[src/rtl/bbo_pkg.sv]
// Shared types, constants and helper functions for the bounding box border overlay.
package bbo_pkg;

  localparam int FRAME_W = 13;
  localparam int COORD_W = 13;
  localparam int CLS_W   = 8;
  localparam int PIX_W   = 12;
  localparam int CH_W    = 8;
  localparam int PAL_W   = 3;
  localparam int CRD_W   = 16;
  localparam int CFG_IDX_W = 1;

  localparam logic [1:0] MODE_CLEAR  = 2'd0;
  localparam logic [1:0] MODE_APPEND = 2'd1;
  localparam logic [1:0] MODE_PIXEL  = 2'd2;

  localparam logic [CFG_IDX_W-1:0] CFG_FRAME_WIDTH  = 1'd0;
  localparam logic [CFG_IDX_W-1:0] CFG_FRAME_HEIGHT = 1'd1;

  localparam logic [FRAME_W-1:0] FRAME_WIDTH_RST  = 13'd640;
  localparam logic [FRAME_W-1:0] FRAME_HEIGHT_RST = 13'd480;

  typedef struct packed {
    logic [CH_W-1:0] blue;
    logic [CH_W-1:0] green;
    logic [CH_W-1:0] red;
  } color_t;

  localparam color_t PAL_GREEN   = '{blue: 8'd0,   green: 8'd255, red: 8'd0};
  localparam color_t PAL_RED     = '{blue: 8'd0,   green: 8'd0,   red: 8'd255};
  localparam color_t PAL_BLUE    = '{blue: 8'd255, green: 8'd0,   red: 8'd0};
  localparam color_t PAL_YELLOW  = '{blue: 8'd0,   green: 8'd255, red: 8'd255};
  localparam color_t PAL_MAGENTA = '{blue: 8'd255, green: 8'd0,   red: 8'd255};
  localparam color_t PAL_CYAN    = '{blue: 8'd255, green: 8'd255, red: 8'd0};

  typedef struct packed {
    logic signed [COORD_W-1:0] left;
    logic signed [COORD_W-1:0] top;
    logic signed [COORD_W-1:0] right;
    logic signed [COORD_W-1:0] bottom;
    logic [PAL_W-1:0]          pal;
  } box_t;

  typedef struct packed {
    logic [1:0]                mode;
    logic signed [COORD_W-1:0] box_left;
    logic signed [COORD_W-1:0] box_top;
    logic signed [COORD_W-1:0] box_right;
    logic signed [COORD_W-1:0] box_bottom;
    logic [CLS_W-1:0]          class_number;
    logic [PIX_W-1:0]          pixel_col;
    logic [PIX_W-1:0]          pixel_row;
    color_t                    pix;
  } in_item_t;

  // Class id modulo six: the quotient comes from a multiply by 171/1024,
  // which is exact for every 8-bit class id.
  function automatic logic [PAL_W-1:0] pal_index(input logic [CLS_W-1:0] cls);
    logic [15:0] prod;
    logic [5:0]  quo;
    logic [7:0]  rem;
    prod = {8'd0, cls} * 16'd171;
    quo  = prod[15:10];
    rem  = cls - 8'({2'd0, quo} * 8'd6);
    return rem[PAL_W-1:0];
  endfunction

  function automatic color_t pal_color(input logic [PAL_W-1:0] idx);
    color_t c;
    case (idx)
      3'd0:    c = PAL_GREEN;
      3'd1:    c = PAL_RED;
      3'd2:    c = PAL_BLUE;
      3'd3:    c = PAL_YELLOW;
      3'd4:    c = PAL_MAGENTA;
      3'd5:    c = PAL_CYAN;
      default: c = PAL_GREEN;
    endcase
    return c;
  endfunction

  function automatic logic signed [CRD_W-1:0] sx_coord(input logic signed [COORD_W-1:0] v);
    return {{(CRD_W-COORD_W){v[COORD_W-1]}}, v};
  endfunction

endpackage

[src/rtl/bbo_in_if.sv]
// Input channel interface: one word is a command or a pixel.
interface bbo_in_if import bbo_pkg::*; ();
  logic                      valid;
  logic                      ready;
  logic [1:0]                mode;
  logic signed [COORD_W-1:0] box_left;
  logic signed [COORD_W-1:0] box_top;
  logic signed [COORD_W-1:0] box_right;
  logic signed [COORD_W-1:0] box_bottom;
  logic [CLS_W-1:0]          class_number;
  logic [PIX_W-1:0]          pixel_col;
  logic [PIX_W-1:0]          pixel_row;
  logic [CH_W-1:0]           in_blue;
  logic [CH_W-1:0]           in_green;
  logic [CH_W-1:0]           in_red;

  modport source (output valid, mode, box_left, box_top, box_right, box_bottom,
                  class_number, pixel_col, pixel_row, in_blue, in_green, in_red,
                  input ready);
  modport sink (input valid, mode, box_left, box_top, box_right, box_bottom,
                class_number, pixel_col, pixel_row, in_blue, in_green, in_red,
                output ready);
endinterface

[src/rtl/bbo_out_if.sv]
// Result channel interface: one word is an output pixel.
interface bbo_out_if import bbo_pkg::*; ();
  logic            valid;
  logic            ready;
  logic [CH_W-1:0] out_blue;
  logic [CH_W-1:0] out_green;
  logic [CH_W-1:0] out_red;
  logic            on_border;

  modport source (output valid, out_blue, out_green, out_red, on_border, input ready);
  modport sink (input valid, out_blue, out_green, out_red, on_border, output ready);
endinterface

[src/rtl/bbo_cfg_if.sv]
// Configuration write channel interface.
interface bbo_cfg_if import bbo_pkg::*; ();
  logic                 valid;
  logic                 ready;
  logic [CFG_IDX_W-1:0] index;
  logic [FRAME_W-1:0]   data;

  modport source (output valid, index, data, input ready);
  modport sink (input valid, index, data, output ready);
endinterface

[src/rtl/bbo_box_lane.sv]
// One box table entry with its clamp and border compare logic.
module bbo_box_lane import bbo_pkg::*; #(
  parameter int BORDER_WIDTH = 2
) (
  input  logic               clk,
  input  logic               wr_en,
  input  box_t               wr_box,
  input  logic [FRAME_W-1:0] frame_w,
  input  logic [FRAME_W-1:0] frame_h,
  input  logic [PIX_W-1:0]   pix_col,
  input  logic [PIX_W-1:0]   pix_row,
  output logic               hit,
  output logic [PAL_W-1:0]   pal
);

  localparam logic signed [CRD_W-1:0] BW = CRD_W'(BORDER_WIDTH);

  box_t box_r;

  logic signed [CRD_W-1:0] w, h, c, r;
  logic signed [CRD_W-1:0] left, top, right, bottom;
  logic signed [CRD_W-1:0] x1, y1, x2, y2;
  logic                    h_band, v_band;

  always_ff @(posedge clk) begin
    if (wr_en) begin
      box_r <= wr_box;
    end
  end

  always_comb begin
    w      = $signed({{(CRD_W-FRAME_W){1'b0}}, frame_w});
    h      = $signed({{(CRD_W-FRAME_W){1'b0}}, frame_h});
    c      = $signed({{(CRD_W-PIX_W){1'b0}}, pix_col});
    r      = $signed({{(CRD_W-PIX_W){1'b0}}, pix_row});
    left   = sx_coord(box_r.left);
    top    = sx_coord(box_r.top);
    right  = sx_coord(box_r.right);
    bottom = sx_coord(box_r.bottom);
    x1     = (left < 0) ? '0 : left;
    y1     = (top < 0) ? '0 : top;
    x2     = (right < w - 1) ? right : w - 1;
    y2     = (bottom < h - 1) ? bottom : h - 1;
    h_band = (c >= x1) && (c <= x2) && (r < h) &&
             (((r >= y1) && (r <= y1 + BW - 1)) || ((r >= y2 - BW + 1) && (r <= y2)));
    v_band = (r >= y1) && (r <= y2) && (c < w) &&
             (((c >= x1) && (c <= x1 + BW - 1)) || ((c >= x2 - BW + 1) && (c <= x2)));
  end

  assign hit = h_band || v_band;
  assign pal = box_r.pal;

endmodule

[src/rtl/bbo_pick.sv]
// Picks the color of the latest covering box, or passes the pixel through.
module bbo_pick import bbo_pkg::*; #(
  parameter int MAX_BOXES = 16
) (
  input  logic [MAX_BOXES-1:0]            hits,
  input  logic [MAX_BOXES-1:0][PAL_W-1:0] pals,
  input  color_t                          pix,
  output color_t                          color,
  output logic                            on_border
);

  logic [MAX_BOXES-1:0] last;
  color_t               box_color;

  // A hit counts only when no later entry also hits, so at most one bit is set.
  always_comb begin
    for (int i = 0; i < MAX_BOXES; i++) begin
      last[i] = hits[i] && ((hits >> (i + 1)) == '0);
    end
  end

  always_comb begin
    box_color = '0;
    for (int i = 0; i < MAX_BOXES; i++) begin
      box_color = box_color | (last[i] ? pal_color(pals[i]) : color_t'('0));
    end
  end

  assign on_border = |hits;
  assign color     = on_border ? box_color : pix;

endmodule

[src/rtl/bounding_box_border_overlay.sv]
// Top level of the bounding box border overlay.
//
//   channel   direction   words
//   in_ch     sink        clear, append box, or pixel with position and color
//   out_ch    source      overlaid pixel and on_border flag, one per pixel word
//   cfg_ch    sink        frame width (index 0) or frame height (index 1)
//
// One word per clock unless the output stalls; a pixel passes the s0, s1 and output registers.
// All box entries are compared against the pixel in parallel, one compare lane per entry.
// Reset empties the box table and sets the frame to 640 by 480; no clearing pass is needed.
// A stalled output holds its word while the input and middle stages keep filling.
// Configuration writes are always accepted.
module bounding_box_border_overlay import bbo_pkg::*; #(
  parameter int MAX_BOXES    = 16,
  parameter int BORDER_WIDTH = 2
) (
  input logic      clk,
  input logic      rst_n,
  bbo_in_if.sink   in_ch,
  bbo_out_if.source out_ch,
  bbo_cfg_if.sink  cfg_ch
);

  localparam int CNT_W = $clog2(MAX_BOXES + 1);
  localparam int IDX_W = (MAX_BOXES > 1) ? $clog2(MAX_BOXES) : 1;

  logic [FRAME_W-1:0] fw_r, fh_r;
  logic [CNT_W-1:0]   cnt_r, cnt_nxt;

  in_item_t s0_r;
  logic     s0_v_r;
  logic     s1_v_r;
  logic     out_v_r;

  logic [MAX_BOXES-1:0]            s1_hit_r;
  logic [MAX_BOXES-1:0][PAL_W-1:0] s1_pal_r;
  color_t                          s1_pix_r;
  color_t                          out_col_r;
  logic                            out_hit_r;

  logic                            out_ld, s1_ld, s0_adv, in_acc, append_en;
  logic [MAX_BOXES-1:0]            lane_hit, lane_we, act_hit;
  logic [MAX_BOXES-1:0][PAL_W-1:0] lane_pal;
  box_t                            new_box;
  color_t                          pick_col;
  logic                            pick_hit;

  assign out_ld = !out_v_r || out_ch.ready;
  assign s1_ld  = !s1_v_r || out_ld;
  assign s0_adv = s0_v_r && ((s0_r.mode != MODE_PIXEL) || s1_ld);
  assign in_ch.ready = !s0_v_r || s0_adv;
  assign in_acc = in_ch.valid && in_ch.ready;
  assign cfg_ch.ready = 1'b1;

  always_ff @(posedge clk) begin
    if (!rst_n) begin
      fw_r <= FRAME_WIDTH_RST;
      fh_r <= FRAME_HEIGHT_RST;
    end else if (cfg_ch.valid) begin
      unique case (cfg_ch.index)
        CFG_FRAME_WIDTH:  fw_r <= cfg_ch.data;
        CFG_FRAME_HEIGHT: fh_r <= cfg_ch.data;
        default: ;
      endcase
    end
  end

  always_ff @(posedge clk) begin
    if (in_acc) begin
      s0_r.mode         <= in_ch.mode;
      s0_r.box_left     <= in_ch.box_left;
      s0_r.box_top      <= in_ch.box_top;
      s0_r.box_right    <= in_ch.box_right;
      s0_r.box_bottom   <= in_ch.box_bottom;
      s0_r.class_number <= in_ch.class_number;
      s0_r.pixel_col    <= in_ch.pixel_col;
      s0_r.pixel_row    <= in_ch.pixel_row;
      s0_r.pix          <= '{blue: in_ch.in_blue, green: in_ch.in_green, red: in_ch.in_red};
    end
  end

  // The table changes only as a command word leaves the first stage, so every
  // pixel is compared against exactly the boxes stored before it.
  always_comb begin
    cnt_nxt   = cnt_r;
    append_en = 1'b0;
    if (s0_adv) begin
      unique case (s0_r.mode)
        MODE_CLEAR: cnt_nxt = '0;
        MODE_APPEND: begin
          if (cnt_r < CNT_W'(MAX_BOXES)) begin
            append_en = 1'b1;
            cnt_nxt   = cnt_r + 1'b1;
          end
        end
        default: ;
      endcase
    end
  end

  always_ff @(posedge clk) begin
    if (!rst_n) begin
      s0_v_r  <= 1'b0;
      s1_v_r  <= 1'b0;
      out_v_r <= 1'b0;
      cnt_r   <= '0;
    end else begin
      cnt_r <= cnt_nxt;
      if (in_ch.ready) begin
        s0_v_r <= in_ch.valid;
      end
      if (s1_ld) begin
        s1_v_r <= s0_adv && (s0_r.mode == MODE_PIXEL);
      end
      if (out_ld) begin
        out_v_r <= s1_v_r;
      end
    end
  end

  assign new_box = '{left:   s0_r.box_left,
                     top:    s0_r.box_top,
                     right:  s0_r.box_right,
                     bottom: s0_r.box_bottom,
                     pal:    pal_index(s0_r.class_number)};

  for (genvar g = 0; g < MAX_BOXES; g++) begin : g_lane
    assign lane_we[g] = append_en && (cnt_r[IDX_W-1:0] == IDX_W'(g));
    assign act_hit[g] = lane_hit[g] && (CNT_W'(g) < cnt_r);

    bbo_box_lane #(
      .BORDER_WIDTH(BORDER_WIDTH)
    ) u_lane (
      .clk     (clk),
      .wr_en   (lane_we[g]),
      .wr_box  (new_box),
      .frame_w (fw_r),
      .frame_h (fh_r),
      .pix_col (s0_r.pixel_col),
      .pix_row (s0_r.pixel_row),
      .hit     (lane_hit[g]),
      .pal     (lane_pal[g])
    );
  end

  always_ff @(posedge clk) begin
    if (s1_ld) begin
      s1_hit_r <= act_hit;
      s1_pal_r <= lane_pal;
      s1_pix_r <= s0_r.pix;
    end
  end

  bbo_pick #(
    .MAX_BOXES(MAX_BOXES)
  ) u_pick (
    .hits      (s1_hit_r),
    .pals      (s1_pal_r),
    .pix       (s1_pix_r),
    .color     (pick_col),
    .on_border (pick_hit)
  );

  always_ff @(posedge clk) begin
    if (out_ld) begin
      out_col_r <= pick_col;
      out_hit_r <= pick_hit;
    end
  end

  assign out_ch.valid     = out_v_r;
  assign out_ch.out_blue  = out_col_r.blue;
  assign out_ch.out_green = out_col_r.green;
  assign out_ch.out_red   = out_col_r.red;
  assign out_ch.on_border = out_hit_r;

endmodule

[src/flat_wrapper.sv]
// flat-port wrapper written by rule: the top's interface ports become plain ports
module bounding_box_border_overlay_flat import bbo_pkg::*;
#(
  parameter int MAX_BOXES    = 16,
  parameter int BORDER_WIDTH = 2
)
  (clk, rst_n, in_ch_valid, in_ch_mode, in_ch_box_left, in_ch_box_top, in_ch_box_right, in_ch_box_bottom, in_ch_class_number, in_ch_pixel_col, in_ch_pixel_row, in_ch_in_blue, in_ch_in_green, in_ch_in_red, in_ch_ready, out_ch_valid, out_ch_out_blue, out_ch_out_green, out_ch_out_red, out_ch_on_border, out_ch_ready, cfg_ch_valid, cfg_ch_index, cfg_ch_data, cfg_ch_ready);
  bbo_in_if in_ch_i ();
  bbo_out_if out_ch_i ();
  bbo_cfg_if cfg_ch_i ();
  input logic clk;
  input logic rst_n;
  input wire logic [$bits(in_ch_i.valid)-1:0] in_ch_valid;
  input wire logic [$bits(in_ch_i.mode)-1:0] in_ch_mode;
  input wire logic [$bits(in_ch_i.box_left)-1:0] in_ch_box_left;
  input wire logic [$bits(in_ch_i.box_top)-1:0] in_ch_box_top;
  input wire logic [$bits(in_ch_i.box_right)-1:0] in_ch_box_right;
  input wire logic [$bits(in_ch_i.box_bottom)-1:0] in_ch_box_bottom;
  input wire logic [$bits(in_ch_i.class_number)-1:0] in_ch_class_number;
  input wire logic [$bits(in_ch_i.pixel_col)-1:0] in_ch_pixel_col;
  input wire logic [$bits(in_ch_i.pixel_row)-1:0] in_ch_pixel_row;
  input wire logic [$bits(in_ch_i.in_blue)-1:0] in_ch_in_blue;
  input wire logic [$bits(in_ch_i.in_green)-1:0] in_ch_in_green;
  input wire logic [$bits(in_ch_i.in_red)-1:0] in_ch_in_red;
  output wire logic [$bits(in_ch_i.ready)-1:0] in_ch_ready;
  output wire logic [$bits(out_ch_i.valid)-1:0] out_ch_valid;
  output wire logic [$bits(out_ch_i.out_blue)-1:0] out_ch_out_blue;
  output wire logic [$bits(out_ch_i.out_green)-1:0] out_ch_out_green;
  output wire logic [$bits(out_ch_i.out_red)-1:0] out_ch_out_red;
  output wire logic [$bits(out_ch_i.on_border)-1:0] out_ch_on_border;
  input wire logic [$bits(out_ch_i.ready)-1:0] out_ch_ready;
  input wire logic [$bits(cfg_ch_i.valid)-1:0] cfg_ch_valid;
  input wire logic [$bits(cfg_ch_i.index)-1:0] cfg_ch_index;
  input wire logic [$bits(cfg_ch_i.data)-1:0] cfg_ch_data;
  output wire logic [$bits(cfg_ch_i.ready)-1:0] cfg_ch_ready;
  assign in_ch_i.valid = in_ch_valid;
  assign in_ch_i.mode = in_ch_mode;
  assign in_ch_i.box_left = in_ch_box_left;
  assign in_ch_i.box_top = in_ch_box_top;
  assign in_ch_i.box_right = in_ch_box_right;
  assign in_ch_i.box_bottom = in_ch_box_bottom;
  assign in_ch_i.class_number = in_ch_class_number;
  assign in_ch_i.pixel_col = in_ch_pixel_col;
  assign in_ch_i.pixel_row = in_ch_pixel_row;
  assign in_ch_i.in_blue = in_ch_in_blue;
  assign in_ch_i.in_green = in_ch_in_green;
  assign in_ch_i.in_red = in_ch_in_red;
  assign in_ch_ready = in_ch_i.ready;
  assign out_ch_valid = out_ch_i.valid;
  assign out_ch_out_blue = out_ch_i.out_blue;
  assign out_ch_out_green = out_ch_i.out_green;
  assign out_ch_out_red = out_ch_i.out_red;
  assign out_ch_on_border = out_ch_i.on_border;
  assign out_ch_i.ready = out_ch_ready;
  assign cfg_ch_i.valid = cfg_ch_valid;
  assign cfg_ch_i.index = cfg_ch_index;
  assign cfg_ch_i.data = cfg_ch_data;
  assign cfg_ch_ready = cfg_ch_i.ready;
  bounding_box_border_overlay #(.MAX_BOXES(MAX_BOXES), .BORDER_WIDTH(BORDER_WIDTH)) u_core (.clk(clk), .rst_n(rst_n), .in_ch(in_ch_i), .out_ch(out_ch_i), .cfg_ch(cfg_ch_i));
endmodule
[config.mk]
export PLATFORM = sky130hd
export DESIGN_NAME = bounding_box_border_overlay_flat
export DESIGN_NICKNAME = d
export VERILOG_FILES = /design/src/rtl/bbo_pkg.sv /design/src/rtl/bbo_in_if.sv /design/src/rtl/bbo_out_if.sv /design/src/rtl/bbo_cfg_if.sv /design/src/rtl/bbo_box_lane.sv /design/src/rtl/bbo_pick.sv /design/src/rtl/bounding_box_border_overlay.sv /design/src/flat_wrapper.sv
export SDC_FILE = /design/constraint.sdc
export NUM_CORES = 2
export LEC_CHECK = 0
export BUFFER_PORTS_ARGS = -buffer_cell sky130_fd_sc_hd__clkbuf_2
export CORE_MARGIN = 3
export CORE_UTILIZATION = 50
export DETAILED_ROUTE_END_ITERATION = 6
export GPL_ROUTABILITY_DRIVEN = 0
export PLACE_DENSITY = 0.66
export SYNTH_ARGS = -nofsm -noshare
export SYNTH_HDL_FRONTEND = slang
export SYNTH_SLANG_ARGS = --single-unit
[constraint.sdc]
create_clock -name clk -period 20.6 [get_ports clk]
set_input_delay 2.06 -clock clk [delete_from_list [all_inputs] [get_ports clk]]
set_output_delay 2.06 -clock clk [all_outputs]
set_load 0.01 [all_outputs]
Word-level counts from Yosys, hierarchy flattened
Index checks and enable logic that the tools add are counted.

word-level totals
  bits in registers = 1,137
  bits of input ports = 129
  output and inout bits = 28
  logic and storage cells = 970

operators by class
  add/sub/neg operators = 132
  $mul = 2
  $lt $le $gt $ge = 211
  eq/ne operators = 99
  multiplexer cells = 102
  bitwise logic cells = 16
  reductions and logical operators = 287

operators with widths
  kind                     count
  $pmux W24 S5             16
  $mux W16                 64
  $add A17 B2 Y18 const B  32
  $ge A13 B18 Y1           32
  $le A13 B18 Y1           32
  $sub A17 B2 Y18 const B  32
  $add A16 B3 Y17 const B  32
  $sub A16 B3 Y17 const B  32
  $ge A13 B16 Y1           32
  $le A13 B16 Y1           32
  $lt A13 B14 Y1           32
  $lt A13 B1 Y1 const B    32
  $mux W24                 17
  $or A24 B24 Y24          15
  $logic_not A16 Y1        15
  $logic_and A1 B1 Y1      210
  $eq A3 B2 Y1 const B     32
  $eq A3 B3 Y1 const B     32
  $logic_or A1 B1 Y1       52
  $eq A3 B1 Y1 const B     16
  $lt A4 B5 Y1 const A     8
  $eq A4 B4 Y1 const B     8
  $sub A13 B1 Y14 const B  2
  $lt A12 B13 Y1           2
  other kinds (26)         40

Depth between registers and ports, before layout
  depth after elaboration = 19
  depth in mapped cells = 40
  depth with buffers taken out = 33

Modules after synthesis
A second synthesis with hierarchy kept.

unflattened totals
  cells, all modules = 14,108
  area, all modules = 129,279.0 µm²

by module, submodules not included
  module                                       instances  cells each  area each (µm²)  sequential area each (µm²)
  bbo_box_lane (u_core.g_lane[13].u_lane ...)  10         832         7,379.6          1,651.6
  bbo_box_lane (u_core.g_lane[0].u_lane ...)   5          830         7,412.1          1,651.6
  bounding_box_border_overlay                  1          527         9,168.8          7,377.1
  bbo_box_lane (u_core.g_lane[12].u_lane)      1          835         7,469.7          1,651.6
  bbo_pick                                     1          276         1,784.2          0.0

Worst setup path after synthesis
Ideal clock, no wire load.

  path kind = in2reg
  from = input out_ch_ready
  to = register u_core.s0_r, in the netlist u_core.new_box[10] (enable)
  library setup time = 591 ps
  arrival = 9,196 ps
  data required time = 20,009 ps
  setup slack = 10,814 ps
  stages = 4
  path buffers = 0
  cell sequence = nor2b_1 > nand2_1 > nor2_1 > nor2b_1

between the ends
  word-level cells in the longest chain between the ends = 6

ends and longest elaborated chain
  element                  line                               text
  from (decl)              flat_wrapper.sv:31                 input wire logic [$bits(out_ch_i.ready)-1:0] out_ch_ready;
  $logic_or A1 B1 Y1       bounding_box_border_overlay.sv:48  assign out_ld = !out_v_r || out_ch.ready;
  $logic_or A1 B1 Y1       bounding_box_border_overlay.sv:49  assign s1_ld = !s1_v_r || out_ld;
  named net u_core.s1_ld   bounding_box_border_overlay.sv:41  logic out_ld, s1_ld, s0_adv, in_acc, append_en;
  $logic_or A1 B1 Y1       bounding_box_border_overlay.sv:50  assign s0_adv = s0_v_r && ((s0_r.mode != MODE_PIXEL) || s1_ld);
  $logic_and A1 B1 Y1      bounding_box_border_overlay.sv:50
  $logic_or A1 B1 Y1       bounding_box_border_overlay.sv:51  assign in_ch.ready = !s0_v_r || s0_adv;
  $logic_and A1 B1 Y1      bounding_box_border_overlay.sv:52  assign in_acc = in_ch.valid && in_ch.ready;
  named net u_core.in_acc  bounding_box_border_overlay.sv:41
  to (decl)                bounding_box_border_overlay.sv:30  in_item_t s0_r;

The timed path passes the listed nets, and every way through them passes these cells.
A chain may end at the register's enable or synchronous reset.

Final worst setup path
  from = register u_core.fw_r[2]
  to = register u_core.s1_hit_r[0] (data pin)

between the ends
  word-level cells in the longest chain between the ends = 11
  elaborated cells on any way between the ends = 17
  those cells by class = 3 x add/sub; 4 x order compare; 1 x mux; 9 x reduce/logical

ends and longest elaborated chain
  element                      line                                text
  from (decl)                  bounding_box_border_overlay.sv:27   logic [FRAME_W-1:0] fw_r, fh_r;
  from (signal assigned)       bounding_box_border_overlay.sv:61   CFG_FRAME_WIDTH: fw_r <= cfg_ch.data;
  $sub A13 B1 Y14              bbo_box_lane.sv:42                  x2 = (right < w - 1) ? right : w - 1;
  $lt A13 B14 Y1               bbo_box_lane.sv:42
  $mux W16                     bbo_box_lane.sv:42
  $sub A16 B3 Y17              bbo_box_lane.sv:47                  (((c >= x1) && (c <= x1 + BW - 1)) || ((c >= x2 - BW + 1) && (c <= x2)));
  $add A17 B2 Y18              bbo_box_lane.sv:47
  $ge A13 B18 Y1               bbo_box_lane.sv:47
  $logic_and A1 B1 Y1          bbo_box_lane.sv:47
  $logic_or A1 B1 Y1           bbo_box_lane.sv:47
  $logic_and A1 B1 Y1          bbo_box_lane.sv:46                  v_band = (r >= y1) && (r <= y2) && (c < w) &&
  $logic_or A1 B1 Y1 (*)       bbo_box_lane.sv:50                  assign hit = h_band || v_band;
  $logic_and A1 B1 Y1 (*)      bounding_box_border_overlay.sv:129  assign act_hit[g] = lane_hit[g] && (CNT_W'(g) < cnt_r);
  named net u_core.act_hit[0]  bounding_box_border_overlay.sv:42   logic [MAX_BOXES-1:0] lane_hit, lane_we, act_hit;
  to (signal assigned)         bounding_box_border_overlay.sv:148  s1_hit_r <= act_hit;
  to (decl)                    bounding_box_border_overlay.sv:35   logic [MAX_BOXES-1:0] s1_hit_r;

Mark *: on every way through the listed nets, which the timed path passes. The rest lies on a longest branch.

==> impl_metrics.py <==
metrics = {
    "run_status": {
        "status": "completed",
    },
    "clocking": {
        "cts.hold.buffers_added": 0,
        "cts_root_buffer": "clkbuf_16",
        "clockBufferDepth": 3,
        "clock_sinks": 1137,
        "htreeDepth": 4,
        "ctsResizeCount": 0,
        "cts_made_buffers": 143,
        "cts_tree": "built",
        "clk_latency_ns": 0.85,
        "path_clk_slew_ns": 0.06,
        "postCtsSetupBuffers": 0,
    },
    "flow_run": {
        "drv_cap": 0,
    },
    "route": {
        "drc": 0,
        "num_vias": 93954,
        "finalWirelength_microns": 383000,
        "drt_first_pass_iters": 7,
        "wl_per_cell_microns": 26.5,
        "drtAntennaViolNets": 0,
        "vias_per_cell": 6.51,
        "drt_iter0_markers": 10910,
    },
    "critical_path": {
        "regToRegStartpoint": "u_core.fw_r[2]",
        "path_max_fanout": 28,
        "path_class": "flip-flop to flip-flop",
        "cpMostUsedCell": "a21o_1",
        "reg2reg_to": "u_core.s1_hit_r[0]",
        "setup.worst_path.end_class": "flip-flop",
        "slowest_stage": "a2bb2oi_1",
        "worstSetupStartpointType": "flip-flop",
        "rrSetupSlack_ns": 11.09,
        "cp_data_arrival_time_ns": 10.05,
        "critPathMaxStageDelay_ns": 1.16,
        "required_ns": 21.13,
        "r2r_cells": 28,
    },
    "min_path": {
        "hold_end": "u_core.s1_pal_r[27]",
        "worstHoldStart": "u_core.g_lane[9].u_lane.pal[0]",
        "hold_depth": 0,
        "worstHoldPathType": "flip-flop to flip-flop",
    },
    "timing": {
        "rsz0062_at_grt": "no",
        "finClkSkew_ns": 0.0487,
        "min_period_ns": 9.51,
        "worst_slack_ns": 11.09,
        "setup_viol": 0,
        "maxSlewHeadroom": 0.0210,
        "hold_viol_final": 0,
        "tns_ns": 0,
        "tightest_slew_ns": 1.46,
        "final.period_utilization": 0.462,
        "clock.fmax_ghz": 0.105,
        "slew_viol_final": 0,
    },
    "yosys": {
        "synth_seq_area_share": 0.316,
        "synth_cells": 11286,
        "yosysTopAreaCell": "edfxtp_1",
        "syn_avg_cell_area_sq_um": 9.47,
        "syn_nets": 13271,
        "ys.flop_type": "edfxtp_1",
        "syn_area_sq_um": 107000,
        "synth-async-reset-ratio": 0,
        "ys_types": 131,
        "ys_seq_elements": 1137,
        "synth_edf_count": 1103,
        "synth_warnings": 0,
        "yosys-top-cells-area": "edfxtp_1, ha_1, xnor2_1, o21ai_0, a21oi_1",
        "synth_top_cell_area_share": 0.310,
    },
    "final_layout": {
        "drive_above_1_share": 0.0737,
        "stdcell_area_sq_um": 117000,
        "syn_to_final_growth_pct": 9.38,
        "final_common_cell": "ha_1",
        "final_cells": 14432,
        "most-common-layout-cells": "ha_1, edfxtp_1, nand2_1",
        "layout.nets": 13460,
    },
    "placed_design": {
        "dp_slack_ns": 11.47,
        "placed_area_sq_um": 112000,
        "place_hpwl_microns": 257000,
        "port_buffers": 155,
        "dpl.cell_count": 14151,
    },
    "power": {
        "totalPowerFinal_mw": 7.21,
        "power_density_nw_per_um2": 61.7,
        "leakagePower_nw": 46.8,
        "ir_drop_uv": 103,
    },
    "floorplan": {
        "initial_utilization": 0.503,
        "dieArea_sq_um": 219000,
        "die_w_microns": 468,
        "rows": 169,
        "core-area_sq_um": 212000,
        "die_h_microns": 468,
        "ioPinCount": 157,
    },
    "global_route": {
        "gr-total-overflow": 0,
        "grt_pass1_vias": 90348,
        "antenna_found_initial": 26,
        "grt_first_pass_wirelength_microns": 562000,
        "grt_start_max_net_pins": 77,
        "track_usage": 0.339,
    },
}
==> sequential cells by signal, indices dropped and copies added, names as in the netlist, 5 cells and up <==
register                     flops
u_core.cnt_r                     5
u_core.fh_r                     13
u_core.fw_r                     13
u_core.g_lane.u_lane.bottom    208
u_core.g_lane.u_lane.box_r     624
u_core.g_lane.u_lane.pal        48
u_core.new_box                  52
u_core.out_ch.out_blue           8
u_core.out_ch.out_green          8
u_core.out_ch.out_red            8
u_core.s0_r                     58
u_core.s1_hit_r                 16
u_core.s1_pal_r                 48
u_core.s1_pix_r                 24
==> report_power, final <==
part / switching (mW) / internal (mW) / total (mW)
Clock: 1.12 / 1.46 / 2.58
Sequential: 0.0513 / 2.64 / 2.69
Combinational: 1.26 / 0.681 / 1.94
==> per-stage QoR <==
step	hold WS [ns]	util
after floorplan	0.400	-
after global placement	0.401	0.528
after detailed placement	0.405	0.528
after CTS	0.412	0.550
after global routing	0.418	0.550
final	0.410	0.550
==> worst max-delay path: cells and delay by family, from the launching register on <==
kind                       cells  cell delay [ns]
AOI/OAI and AO/OA             16             4.78
buffers and inverters          3             1.37
adders and majority gates      3             1.02
and+or+nand+nor                3             0.90
DFF                            1             0.42
muxes                          1             0.40
xor gates and xnor gates       2             0.30
==> routing by layer <==
metal,global-route usage,wire (microns)
met3,0.0823,43800
met2,0.509,161000
met1,0.437,150000
met5,0,77
met4,0.212,27500
==> cells in the mapped netlist (66+ instances only) <==
| master | number |
|---|---|
| a211oi_1 | 66 |
| a21boi_0 | 87 |
| a21o_1 | 250 |
| a21oi_1 | 707 |
| a31oi_1 | 93 |
| buf_2 | 68 |
| clkbuf_1 | 216 |
| edfxtp_1 | 1103 |
| ha_1 | 1845 |
| inv_1 | 479 |
| mux2i_1 | 125 |
| nand2_1 | 901 |
| nand2b_1 | 522 |
| nand3_1 | 289 |
| nand4_1 | 187 |
| nor2_1 | 612 |
| nor2b_1 | 253 |
| nor3_1 | 242 |
| nor4_1 | 103 |
| o211ai_1 | 78 |
| o21a_1 | 434 |
| o21ai_0 | 729 |
| xnor2_1 | 628 |
| xor2_1 | 121 |
==> how the worst max path moves through the flow <==
stage	slack, ns	depth (start not counted)	start	endpoint
after global routing	10.82	29	u_core.fw_r[0]	u_core.s1_hit_r[2]
after global placement	11.72	29	u_core.fh_r[0]	u_core.s1_hit_r[4]
after detailed placement	11.47	29	u_core.fh_r[0]	u_core.s1_hit_r[4]
after floorplan	10.81	4	out_ch_ready	u_core.new_box[10]
final	11.09	28	u_core.fw_r[2]	u_core.s1_hit_r[0]
after CTS	11.43	29	u_core.fh_r[0]	u_core.s1_hit_r[4]
==> cell families after synthesis <==
logic type               synth area share
XOR/XNOR                           0.0631
AO/OA/AOI/OAI                       0.182
multiplexers                       0.0184
buffers and inverters              0.0308
adder cells (fa/ha/maj)             0.222
flip-flops                          0.316
AND/OR/NAND/NOR                     0.167
other                           0.0000351
==> cell type report <==
cell class / instances / area [sq um]
repair buffers: 388 / 2680
clock buffers: 166 / 3700
flip-flops and latches: 1137 / 33800
clock inverters: 99 / 1110
diodes: 16 / 40.0
fillers: 18507 / 95400
inverters: 486 / 1830
multi-input cells: 9319 / 70200
well taps: 2821 / 3530
(Power assumes the default switching activity.)
